## config.mk

```make
export PLATFORM = sky130hd
export DESIGN_NAME = bitmap_slot_allocator
export DESIGN_NICKNAME = d
export VERILOG_FILES = /design/src/bsa_pkg.sv /design/src/bsa_ctrl.sv /design/src/bsa_datapath.sv /design/src/bitmap_slot_allocator.sv
export SDC_FILE = /design/constraint.sdc
export NUM_CORES = 1
export LEC_CHECK = 0
export BUFFER_PORTS_ARGS = -buffer_cell sky130_fd_sc_hd__buf_2
export CORE_MARGIN = 3
export CORE_UTILIZATION = 51
export DETAILED_ROUTE_END_ITERATION = 12
export PLACE_DENSITY = 0.74
export RECOVER_POWER = 100
export SLEW_MARGIN = 20
export SYNTH_ARGS = -nofsm -noshare
export SYNTH_HDL_FRONTEND = slang
export SYNTH_SLANG_ARGS = --single-unit
```

## constraint.sdc

```tcl
create_clock -name clk_i -period 12.44 [get_ports clk_i]
set_input_delay 3.732 -clock clk_i [delete_from_list [all_inputs] [get_ports clk_i]]
set_output_delay 3.732 -clock clk_i [all_outputs]
set_load 0.03 [all_outputs]
```

## src/bsa_pkg.sv

```systemverilog
// ----------------------------------------------------------------------------
// bsa_pkg
// Shared types, request and status codes and helpers for the slot allocator.
// ----------------------------------------------------------------------------
`default_nettype none

package bsa_pkg;

  localparam int unsigned SLOTS    = 32;
  localparam int unsigned IDX_W    = 5;   // slot index width
  localparam int unsigned CNT_W    = 6;   // slot count width, holds SLOTS
  localparam int unsigned FUNC_W   = 2;
  localparam int unsigned STATUS_W = 2;

  localparam logic [FUNC_W-1:0] FUNC_ALLOC       = 2'd0;
  localparam logic [FUNC_W-1:0] FUNC_RELEASE     = 2'd1;
  localparam logic [FUNC_W-1:0] FUNC_RELEASE_ALL = 2'd2;

  localparam logic [STATUS_W-1:0] STATUS_OK       = 2'd0;
  localparam logic [STATUS_W-1:0] STATUS_FULL     = 2'd1;
  localparam logic [STATUS_W-1:0] STATUS_BAD_SLOT = 2'd2;

  localparam logic [CNT_W-1:0] SLOT_COUNT_RST = CNT_W'(SLOTS);

  // controller -> datapath
  typedef struct packed {
    logic load;   // capture the request beat
    logic exec;   // apply the request, load the result register
  } bsa_cmd_t;

  // index of the lowest set bit, zero when none is set
  function automatic logic [IDX_W-1:0] lowest_set(input logic [SLOTS-1:0] x);
    logic [IDX_W-1:0] idx;
    idx = '0;
    for (int i = SLOTS - 1; i >= 0; i--) begin
      if (x[i]) begin
        idx = IDX_W'(i);
      end
    end
    return idx;
  endfunction

endpackage

`default_nettype wire

```

## src/bsa_ctrl.sv

```systemverilog
// ----------------------------------------------------------------------------
// bsa_ctrl
// Request sequencer: takes a beat, runs it once the result register is free.
// ----------------------------------------------------------------------------
`default_nettype none

module bsa_ctrl
  import bsa_pkg::*;
(
  input  wire logic     clk_i,
  input  wire logic     rst_ni,
  input  wire logic     in_valid_i,
  output logic          in_ready_o,
  output logic          out_valid_o,
  input  wire logic     out_ready_i,
  output bsa_cmd_t      cmd_o
);

  localparam logic ST_IDLE = 1'b0;
  localparam logic ST_EXEC = 1'b1;

  logic state_q, state_d;
  logic out_valid_q, out_valid_d;
  logic accept, exec_go;

  assign in_ready_o = (state_q == ST_IDLE);
  assign accept     = in_valid_i && in_ready_o;
  // result register must be empty or draining this cycle
  assign exec_go    = (state_q == ST_EXEC) && (!out_valid_q || out_ready_i);

  always_comb begin
    state_d = state_q;
    case (state_q)
      ST_IDLE: begin
        if (accept) state_d = ST_EXEC;
      end
      ST_EXEC: begin
        if (exec_go) state_d = ST_IDLE;
      end
      default: state_d = ST_IDLE;
    endcase
  end

  always_comb begin
    out_valid_d = out_valid_q;
    if (exec_go) begin
      out_valid_d = 1'b1;
    end else if (out_ready_i) begin
      out_valid_d = 1'b0;
    end
  end

  always_ff @(posedge clk_i or negedge rst_ni) begin
    if (!rst_ni) begin
      state_q     <= ST_IDLE;
      out_valid_q <= 1'b0;
    end else begin
      state_q     <= state_d;
      out_valid_q <= out_valid_d;
    end
  end

  assign out_valid_o = out_valid_q;
  assign cmd_o.load  = accept;
  assign cmd_o.exec  = exec_go;

endmodule

`default_nettype wire

```

## src/bsa_datapath.sv

```systemverilog
// ----------------------------------------------------------------------------
// bsa_datapath
// Occupancy bitmap, used count, slot count register and result register.
// ----------------------------------------------------------------------------
`default_nettype none

module bsa_datapath
  import bsa_pkg::*;
(
  input  wire logic                clk_i,
  input  wire logic                rst_ni,
  input  wire bsa_cmd_t            cmd_i,
  input  wire logic [FUNC_W-1:0]   func_i,
  input  wire logic [IDX_W-1:0]    slot_i,
  input  wire logic                cfg_we_i,
  input  wire logic [CNT_W-1:0]    cfg_wdata_i,
  output logic [IDX_W-1:0]         slot_index_o,
  output logic [STATUS_W-1:0]      status_o,
  output logic [CNT_W-1:0]         used_slots_o,
  output logic [CNT_W-1:0]         free_slots_o
);

  logic [CNT_W-1:0]    slot_count_q;
  logic [SLOTS-1:0]    map_q, map_d;
  logic [CNT_W-1:0]    used_q, used_d;
  logic [FUNC_W-1:0]   func_q;
  logic [IDX_W-1:0]    slot_q;

  logic [CNT_W-1:0]    eff_n;
  logic [SLOTS-1:0]    limit;
  logic [SLOTS-1:0]    avail;
  logic [IDX_W-1:0]    idx_d;
  logic [STATUS_W-1:0] status_d;
  logic [CNT_W-1:0]    free_d;

  assign eff_n = (slot_count_q > CNT_W'(SLOTS)) ? CNT_W'(SLOTS) : slot_count_q;

  always_comb begin
    for (int i = 0; i < SLOTS; i++) begin
      limit[i] = (CNT_W'(i) < eff_n);
    end
  end

  assign avail = ~map_q & limit;

  always_comb begin
    map_d    = map_q;
    used_d   = used_q;
    idx_d    = '0;
    status_d = STATUS_OK;
    case (func_q)
      FUNC_ALLOC: begin
        if (avail == '0) begin
          status_d = STATUS_FULL;
        end else begin
          idx_d        = lowest_set(avail);
          map_d[idx_d] = 1'b1;
          used_d       = used_q + CNT_W'(1);
        end
      end
      FUNC_RELEASE: begin
        if ({1'b0, slot_q} >= eff_n || !map_q[slot_q]) begin
          status_d = STATUS_BAD_SLOT;
        end else begin
          idx_d         = slot_q;
          map_d[slot_q] = 1'b0;
          used_d        = used_q - CNT_W'(1);
        end
      end
      FUNC_RELEASE_ALL: begin
        map_d  = '0;
        used_d = '0;
      end
      default: ;
    endcase
    free_d = (eff_n > used_d) ? (eff_n - used_d) : '0;
  end

  // request capture
  always_ff @(posedge clk_i) begin
    if (cmd_i.load) begin
      func_q <= func_i;
      slot_q <= slot_i;
    end
  end

  // allocator state; a slot count write restarts with every slot free
  always_ff @(posedge clk_i or negedge rst_ni) begin
    if (!rst_ni) begin
      slot_count_q <= SLOT_COUNT_RST;
      map_q        <= '0;
      used_q       <= '0;
    end else if (cfg_we_i) begin
      slot_count_q <= cfg_wdata_i;
      map_q        <= '0;
      used_q       <= '0;
    end else if (cmd_i.exec) begin
      map_q  <= map_d;
      used_q <= used_d;
    end
  end

  // result register
  always_ff @(posedge clk_i) begin
    if (cmd_i.exec) begin
      slot_index_o <= idx_d;
      status_o     <= status_d;
      used_slots_o <= used_d;
      free_slots_o <= free_d;
    end
  end

endmodule

`default_nettype wire

```

## src/bitmap_slot_allocator.sv

```systemverilog
// ----------------------------------------------------------------------------
// bitmap_slot_allocator
// Lowest-free-first slot allocator over a 32-entry occupancy bitmap.
// ----------------------------------------------------------------------------
// Each request beat (allocate, release one slot, release all) yields one
// result beat with the slot, a status and the used/free counts after the
// request. A beat is captured in the idle state; in the execute state the
// find-first-free search and the count update run and load the result
// register. A request is not taken until the one before it has executed.
// A new request is accepted while the previous result still waits; it
// then holds in the execute state until the result register frees.
// Writing the slot count frees every slot; write it only while idle.
`default_nettype none

module bitmap_slot_allocator
  import bsa_pkg::*;
(
  input  wire logic                clk_i,
  input  wire logic                rst_ni,
  input  wire logic                in_valid_i,
  output logic                     in_ready_o,
  input  wire logic [FUNC_W-1:0]   func_i,
  input  wire logic [IDX_W-1:0]    slot_i,
  output logic                     out_valid_o,
  input  wire logic                out_ready_i,
  output logic [IDX_W-1:0]         slot_index_o,
  output logic [STATUS_W-1:0]      status_o,
  output logic [CNT_W-1:0]         used_slots_o,
  output logic [CNT_W-1:0]         free_slots_o,
  input  wire logic                cfg_we_i,
  input  wire logic [CNT_W-1:0]    cfg_wdata_i
);

  bsa_cmd_t cmd;

  bsa_ctrl u_ctrl (
    .clk_i       (clk_i),
    .rst_ni      (rst_ni),
    .in_valid_i  (in_valid_i),
    .in_ready_o  (in_ready_o),
    .out_valid_o (out_valid_o),
    .out_ready_i (out_ready_i),
    .cmd_o       (cmd)
  );

  bsa_datapath u_datapath (
    .clk_i        (clk_i),
    .rst_ni       (rst_ni),
    .cmd_i        (cmd),
    .func_i       (func_i),
    .slot_i       (slot_i),
    .cfg_we_i     (cfg_we_i),
    .cfg_wdata_i  (cfg_wdata_i),
    .slot_index_o (slot_index_o),
    .status_o     (status_o),
    .used_slots_o (used_slots_o),
    .free_slots_o (free_slots_o)
  );

`ifndef ASSERT_OFF
  // one request in flight at a time
  a_busy_after_accept: assert property (@(posedge clk_i) disable iff (!rst_ni)
    (in_valid_i && in_ready_o) |=> !in_ready_o)
    else $error("request accepted while another is in flight");

  // a refused request never reports a slot
  a_refused_no_slot: assert property (@(posedge clk_i) disable iff (!rst_ni)
    (out_valid_o && (status_o == STATUS_FULL || status_o == STATUS_BAD_SLOT))
      |-> (slot_index_o == '0))
    else $error("refused request reports a slot");

  // used plus free never exceeds the slot total
  a_count_bound: assert property (@(posedge clk_i) disable iff (!rst_ni)
    out_valid_o |-> (({1'b0, used_slots_o} + {1'b0, free_slots_o}) <= (CNT_W+1)'(SLOTS)))
    else $error("used and free counts exceed slot total");

  // a new result only follows an executed request
  a_result_source: assert property (@(posedge clk_i) disable iff (!rst_ni)
    $rose(out_valid_o) |-> $past(!in_ready_o))
    else $error("result appeared without a request");
`endif

endmodule

`default_nettype wire

```

==> metrics.md, run 1 <==
| Metric | Value |
|---|---|
| Fin crit share | 58.85% |
| H-tree levels | 3 |
| Crit path cell chain | buf_2 -> nand2b_1 -> and2_0 -> clkbuf_1 -> nor3b_1 -> o31ai_1 -> nor3_1 -> a41oi_1 -> a211oi_1 |
| Antenna violations before repair | 0 |
| Seq/Total Area, Yosys | 34.00% |
| Die Footprint | 12450 sq um |
| WP buf/inv | 2 |
| Worst Max-Slew Pin Slew | 2890 ps |
| Setup_tns | 0 ps |
| Worst r2r src | u_datapath.slot_q[0]$_DFFE_PP_ |
| Hold-fix buffers, CTS | 0 |
| Number of buffers added on ports | 38 |
| Crit path kind | in -> reg |
| Area grow syn2layout | 4.710% |
| GRT Residual Overflow | 0 |
| Initial Util | 53.63% |
| Min-delay worst type | reg -> reg |
| CTS sink cnt | 72 |
| Post-synth EDFFs | 26 |
| Switching portion of total power | 42.95% |
| Synth area leader | dfrtp_1 |
| Yosys warning count | 0 |
| Total Wirelength | 17180 microns |
| R2r setup slk | 6590 ps |
| Static leakage | 2.174 nW |
| Vias in the first global route | 5124 |
| Row cnt | 37 |
| Die H | 111.6 microns |
| DP Wirelength | 11600 microns |
| Ys async rst share | 63.89% |
| Maximum vdd ir drop | 162.6 uV |
| GRT Util Overall | 27.44% |
| Seq cells post-synth | 72 |
| Hold Path Sink | u_ctrl.out_valid_o$_DFFE_PN0P_ |
| Routed length per placed instance | 22.58 microns |
| Top delay family on crit path | simple AND/OR/NAND/NOR gates |
| Comb power frac | 40.1% |
| Critical-path top delay cell | nor3_1 |
| RSZ-0062 raised after global routing | no |
| RD Place Congestion | 0.9129 |
| Worst skew pair latency | 360 ps |
| Most instantiated cells after synthesis | nor2_1, dfrtp_1, a211oi_1 |
| Top post-synthesis cells by area | dfrtp_1, edfxtp_1, a211oi_1, nor2_1, ha_1 |
| Core box area | 10600 sq um |
| Critical Path AT | 7560 ps |
| Mapped Area | 5685 sq um |
| Internal power | 0.5408 mW |
| Ant. Diodes | 0 |
| Min cycle time layout | 7321 ps |
| Max Clock Freq | 0.1366 GHz |
| Pre-CTS setup slack | 6297 ps |
| # nets final | 655 |
| Vias per inst | 7.025 |
| Final Hold Viols | 0 |
| Post-CTS sizing | 0 |
| Final Max Slew Viols | 147 |
| Failing checks | max-capacitance violations, max-slew violations |
| Share of cells above drive strength 1 | 12.64% |
| Startpoint types | input pin |
| Via count | 5346 |
| Initial drt markers | 677 |
| Slowest stage delay, CP | 1290 ps |
| CP max FO | 35 |
| CP required | 12670 ps |
| Antenna-violating nets left | 0 |
| Residual DRC | 0 |
| Area share of the largest cell type after synthesis | 19.81% |
| First-pass GRT wire length | 27580 microns |
| Reg power frac | 37.9% |
| Distinct cells, synth | 96 |
| Chip width | 111.6 microns |
| Post-Syn Nets | 654 |
| Worst slew margin | -92.64% |
| Top-level port count | 39 |
| Fin worst setup slack | 5119 ps |
| Root Driver | clkbuf_8 |
| Crit Reg-Reg Endpoint | u_datapath.free_slots_o[5]$_SDFFCE_PP0P_ |
| Skew final | 6.044 ps |
| Most numerous cell in the Yosys netlist | nor2_1 |
| CTS tree | built |
| Status | complete, but fails checks |
| Hold path depth | 2 |
| Power Density | 159.2 nW/um^2 |
| Final number of setup-violating endpoints | 0 |
| Crit end category | flop |
| Post-CTS setup buffers | 0 |
| Min-delay src | u_ctrl.out_valid_o$_DFFE_PN0P_ |
| Clk slew on worst S/H paths | 80 ps |
| Post-synthesis cell count | 619 |
| First-pass detailed-route iteration total | 6 |
| Total CTS buffers | 9 |
| Max-Cap Viols | 4 |
| Pin count of the biggest net entering global routing | 49 |
| Avg Cell Area, Syn | 9.185 sq um |
| Clock Power Share | 22.0% |
| CTS Buffer Depth | 2 |
| Top_reg_cell synth | dfrtp_1 |
| NetSw | 0.4071 mW |
| Reg2reg path depth | 16 |
how the worst max path moves through the flow:
stage | startpoint | endpoint | slack, ps | depth (start not counted)
after floorplan | out_ready_i | u_datapath.map_q[2]$_DFFE_PN0P_ | 7040 | 9
after detailed placement | out_ready_i | u_datapath.map_q[11]$_DFFE_PN0P_ | 6300 | 9
after global routing | out_ready_i | u_datapath.map_q[11]$_DFFE_PN0P_ | 4760 | 9
after global placement | out_ready_i | u_datapath.map_q[8]$_DFFE_PN0P_ | 6440 | 9
final | out_ready_i | u_datapath.map_q[11]$_DFFE_PN0P_ | 5120 | 9
after CTS | out_ready_i | u_datapath.map_q[11]$_DFFE_PN0P_ | 6680 | 9
cell usage in the layout, fill, tap and decap left out, types with 10 or more instances in the layout:
cell type  Yosys  routed
a211oi_1      32      34
o21ai_0       22      22
nand2b_1      13      13
clkbuf_1      24      25
ha_1          16      16
o21ai_1       10      10
a311oi_1      16      16
a21oi_1       26      27
edfxtp_1      26      26
dfrtp_1       45      45
o211ai_1      15      15
nor2_1        57      57
a21o_1        12      12
nor3_1        15      17
a41oi_1       11      11
buf_2         17      17
nor2b_1       14      14
mux2_2        12      12
nand2_1       28      28
inv_1         28      28
flip-flops by register name, indices dropped and copies added (netlist names):
name,cells
u_datapath.status_o,2
u_datapath.used_q,6
u_ctrl.state_q,1
u_datapath.slot_count_q,6
u_datapath.map_q,32
u_datapath.func_q,2
u_ctrl.out_valid_o,1
u_datapath.free_slots_o,6
u_datapath.slot_q,5
u_datapath.used_slots_o,6
u_datapath.slot_index_o,5
stage by stage:
step	total power [mW]	util (%)	instance area [sq um]	std cells	hold WS, ps
3_3_place_gp	0.7348	54.80	5809	745	486.3
5_1_grt	1.001	56.15	5953	761	571.1
3_5_place_dp	0.7465	54.80	5809	745	497.1
6_report	0.9479	56.15	5953	761	525.7
2_1_floorplan	0.6502	-	5685	619	498.3
4_1_cts	0.9533	56.80	6022	761	522.6
metal layers:
| layer | global-route usage, % | up-vias | routed length, microns |
|---|---|---|---|
| li1 | - | 2386 | - |
| met1 | 38.92 | 2561 | 7268 |
| met5 | 0 | - | 0 |
| met4 | 11.19 | 0 | 544 |
| met3 | 6.196 | 56 | 1785 |
| met2 | 40.65 | 343 | 7584 |
power by group through the flow:
stage	combinational [mW]	sequential [mW]	clock [mW]
2_1_floorplan	0.267	0.383	0
3_3_place_gp	0.377	0.358	0
3_5_place_dp	0.387	0.360	0
4_1_cts	0.388	0.355	0.210
5_1_grt	0.413	0.365	0.222
6_report	0.380	0.359	0.209
tightest hold or removal path, cell delays in order (launching register included):
cell and delay, ps:
dfrtp_1 360, nand2b_1 80, nand2_1 60
area by class of cell:
cell class	count	area [sq um]
multi-input combinational	466	3346
clock buffer	10	127.6
tap	136	170.2
fill	956	4648
timing repair buffer	42	182.7
clock inverter	6	85.08
inverter	29	108.9
sequential	72	1933
cells by family (layout without fill, tap and decap cells):
family | after synthesis | in the layout | share of synthesized area [%]
buffers and inverters | 81 | 87 | 6.712
xor gates and xnor gates | 3 | 3 | 0.4622
adders and majority gates | 18 | 18 | 4.049
muxes | 21 | 21 | 4.423
DFF | 72 | 72 | 34.00
and+or+nand+nor | 202 | 202 | 20.42
AOI/OAI and AO/OA | 222 | 222 | 29.93
No activity file was read; power rests on OpenSTA's default activity.
==> inputs of run 2 (changes only) <==
Clock period 12.44 ns to 7.1 ns, I/O delays scaled along.
==> run 2 against run 1 <==
The run still ends with max-capacitance violations, max-slew violations left. Sequential share of layout area is 0.30 points higher. Via count up 1.5%. Worst setup slack got worse by 3900 ps. Sequential power grew 75%. Sequential cell count is the same. Critical endpoint is now u_datapath.map_q[27]$_DFFE_PN0P_. Largest power group unchanged. Highest routed layer unchanged.
==> metrics.md, run 2 (synthesis gave the netlist of run 1 again) <==
| Metric | Value |
|---|---|
| NetSw | 0.7137 mW (+75%) |
| First-pass GRT wire length | 27640 microns (+0.22%) |
| Vias per inst | 7.138 (+1.6%) |
| Pin count of the biggest net entering global routing | 49 (unchanged) |
| GRT Residual Overflow | 0 (unchanged) |
| DP Wirelength | 12010 microns (+3.5%) |
| Share of cells above drive strength 1 | 12.18% (-0.46 points) |
| CP max FO | 35 (unchanged) |
| Hold-fix buffers, CTS | 0 (unchanged) |
| Startpoint types | input pin |
| Vias in the first global route | 5024 (-2.0%) |
| Met2 usage | 41.42% (+0.76 points) |
| First-pass detailed-route iteration total | 9 (+3) |
| Largest Register | u_datapath.map_q |
| Crit path cell chain | buf_2 -> nand2b_1 -> and2_1 -> clkbuf_1 -> nor3b_1 -> o31ai_1 -> nor3_1 -> a41oi_1 -> a211oi_1 |
| Core box area | 10600 sq um (unchanged) |
| RSZ-0062 raised after global routing | no |
| GRT Util Overall | 27.84% (+0.40 points) |
| Slowest stage delay, CP | 1400 ps (+110 ps) |
| Top-level port count | 39 (unchanged) |
| Row cnt | 37 (unchanged) |
| # nets final | 654 (-0.15%) |
| Total CTS buffers | 9 (unchanged) |
| Clk slew on worst S/H paths | 80 ps (about the same) |
| Root Driver | clkbuf_8 |
| Min cycle time layout | 5854 ps |
| CTS sink cnt | 72 (unchanged) |
| Ant. Diodes | 0 (unchanged) |
| Fin crit share | 82.45% |
| H-tree levels | 3 (unchanged) |
| Area grow syn2layout | 3.763% |
| Fin Hold WS | 516.2 ps (-9.555 ps) |
| Max-Cap Viols | 5 (+1) |
| Worst slew margin | -83.71% (+8.9 points) |
| Crit end category | flop |
| Critical Path AT | 6090 ps (-1470 ps) |
| Routed length per placed instance | 22.97 microns (+1.8%) |
| Number of buffers added on ports | 38 (unchanged) |
| Clock Power Share | 19.1% (-2.9 points) |
| Power Density | 273.6 nW/um^2 (+72%) |
| Static leakage | 2.147 nW (-1.2%) |
| CP required | 7340 ps (-5330 ps) |
| Fillers | 953 (-0.31%) |
| Antenna-violating nets left | 0 (unchanged) |
| Switching portion of total power | 44.21% (+1.3 points) |
| CTS Buffer Depth | 2 (unchanged) |
| Via count | 5425 (+1.5%) |
| Die Footprint | 12450 sq um (unchanged) |
| Min-delay worst type | reg -> reg |
| Grt peak-use layer | met2 |
| Initial drt markers | 769 (+14%) |
| Maximum vdd ir drop | 254.1 uV (+56%) |
| Status | complete, but fails checks |
| Placed cell count | 744 (-0.13%) |
| Top delay family on crit path | simple AND/OR/NAND/NOR gates |
| Met1 usage | 39.40% (+0.49 points) |
| Comb power frac | 42.0% (+1.9 points) |
| WP buf/inv | 2 (unchanged) |
| Final Hold Viols | 0 (unchanged) |
| Grt met3 use | 7.663% (+1.5 points) |
| Max Clock Freq | 0.1708 GHz |
| Commonest non-fill, non-tap cells in the layout | nor2_1, dfrtp_1, a211oi_1 |
| Die H | 111.6 microns (unchanged) |
| Reg power frac | 38.9% (+1.0 points) |
| Total Wirelength | 17460 microns (+1.6%) |
| Final Max Slew Viols | 164 (+12%) |
| Max reg flops | 32 (unchanged) |
| Antenna violations before repair | 0 (unchanged) |
| Post-CTS sizing | 0 (unchanged) |
| Residual DRC | 0 (unchanged) |
| Commonest non-fill, non-tap cell in the layout | nor2_1 |
| Final number of setup-violating endpoints | 0 (unchanged) |
| CTS tree | built |
| Internal power | 0.9004 mW (+67%) |
| Crit path kind | in -> reg |
| RD Place Congestion | 0.9579 (+4.9%) |
| Post-CTS setup buffers | 0 (unchanged) |
| Critical-path top delay cell | nor3_1 |
| Skew final | 9.034 ps (+2.990 ps) |
| Setup_tns | 0 ps (unchanged) |
| Worst Max-Slew Pin Slew | 2756 ps (-133.9 ps) |
| Failing checks | max-capacitance violations, max-slew violations |
| Worst skew pair latency | 360 ps (about the same) |
| Initial Util | 53.63% (unchanged) |
| Non-Filler Instances | 760 (-0.13%) |
| Chip width | 111.6 microns (unchanged) |
run 2: worst register-to-register path: cells and delay by family, from the launching register on:
kind            cells  cell delay [ps]
flops               1              690
buf+inv             1               60
simple gates        7             2370
compound gates      6             1730
fa+ha+maj           2              610
run 2: worst paths after layout:
path	slack, ps	endpoint	cells after the start	start
min	520	u_ctrl.out_valid_o$_DFFE_PN0P_	2	u_ctrl.out_valid_o$_DFFE_PN0P_
max in group asynchronous	2800	u_datapath.slot_count_q[1]$_DFFE_PN0P_	2	rst_ni
max	1250	u_datapath.map_q[27]$_DFFE_PN0P_	9	out_ready_i
min in group asynchronous	2740	u_datapath.map_q[16]$_DFFE_PN0P_	2	rst_ni
min reg2reg	520	u_ctrl.out_valid_o$_DFFE_PN0P_	2	u_ctrl.out_valid_o$_DFFE_PN0P_
max reg2reg	1400	u_datapath.free_slots_o[3]$_SDFFCE_PP0P_	16	u_datapath.slot_count_q[3]$_DFFE_PN0P_
run 2: area by class of cell:
type | instances | area, sq um | share of cell area, %
multi-input combinational | 466 | 3332 | 56.48
sequential | 72 | 1933 | 32.77
timing repair buffer | 41 | 177.7 | 3.012
tap | 136 | 170.2 | 2.884
clock buffer | 13 | 160.2 | 2.715
inverter | 29 | 108.9 | 1.845
clock inverter | 3 | 17.52 | 0.2969
run 2: power by group through the flow:
stage / registers (mW) / logic, mW / clock network [mW]
finish: 0.628 / 0.678 / 0.308
detailed placement: 0.628 / 0.685 / 0
floorplan: 0.672 / 0.467 / 0
global placement: 0.624 / 0.668 / 0
global route: 0.638 / 0.738 / 0.333
CTS: 0.621 / 0.688 / 0.316
run 2: per-layer routing:
layer	up-vias	routed length, microns
met5	-	0
met2	389	7602
li1	2391	-
met4	0	434
met1	2594	7200
met3	51	2222
run 2: metrics by stage:
stage / setup slack [ps] / utilization [%] / instance area [sq um] / total power [mW]
2_1_floorplan: 2554 / - / 5685 / 1.139
3_3_place_gp: 1988 / 54.73 / 5802 / 1.292
3_5_place_dp: 1889 / 54.73 / 5802 / 1.313
4_1_cts: 1804 / 56.40 / 5979 / 1.625
5_1_grt: 888.2 / 55.65 / 5899 / 1.709
6_report: 1246 / 55.65 / 5899 / 1.614
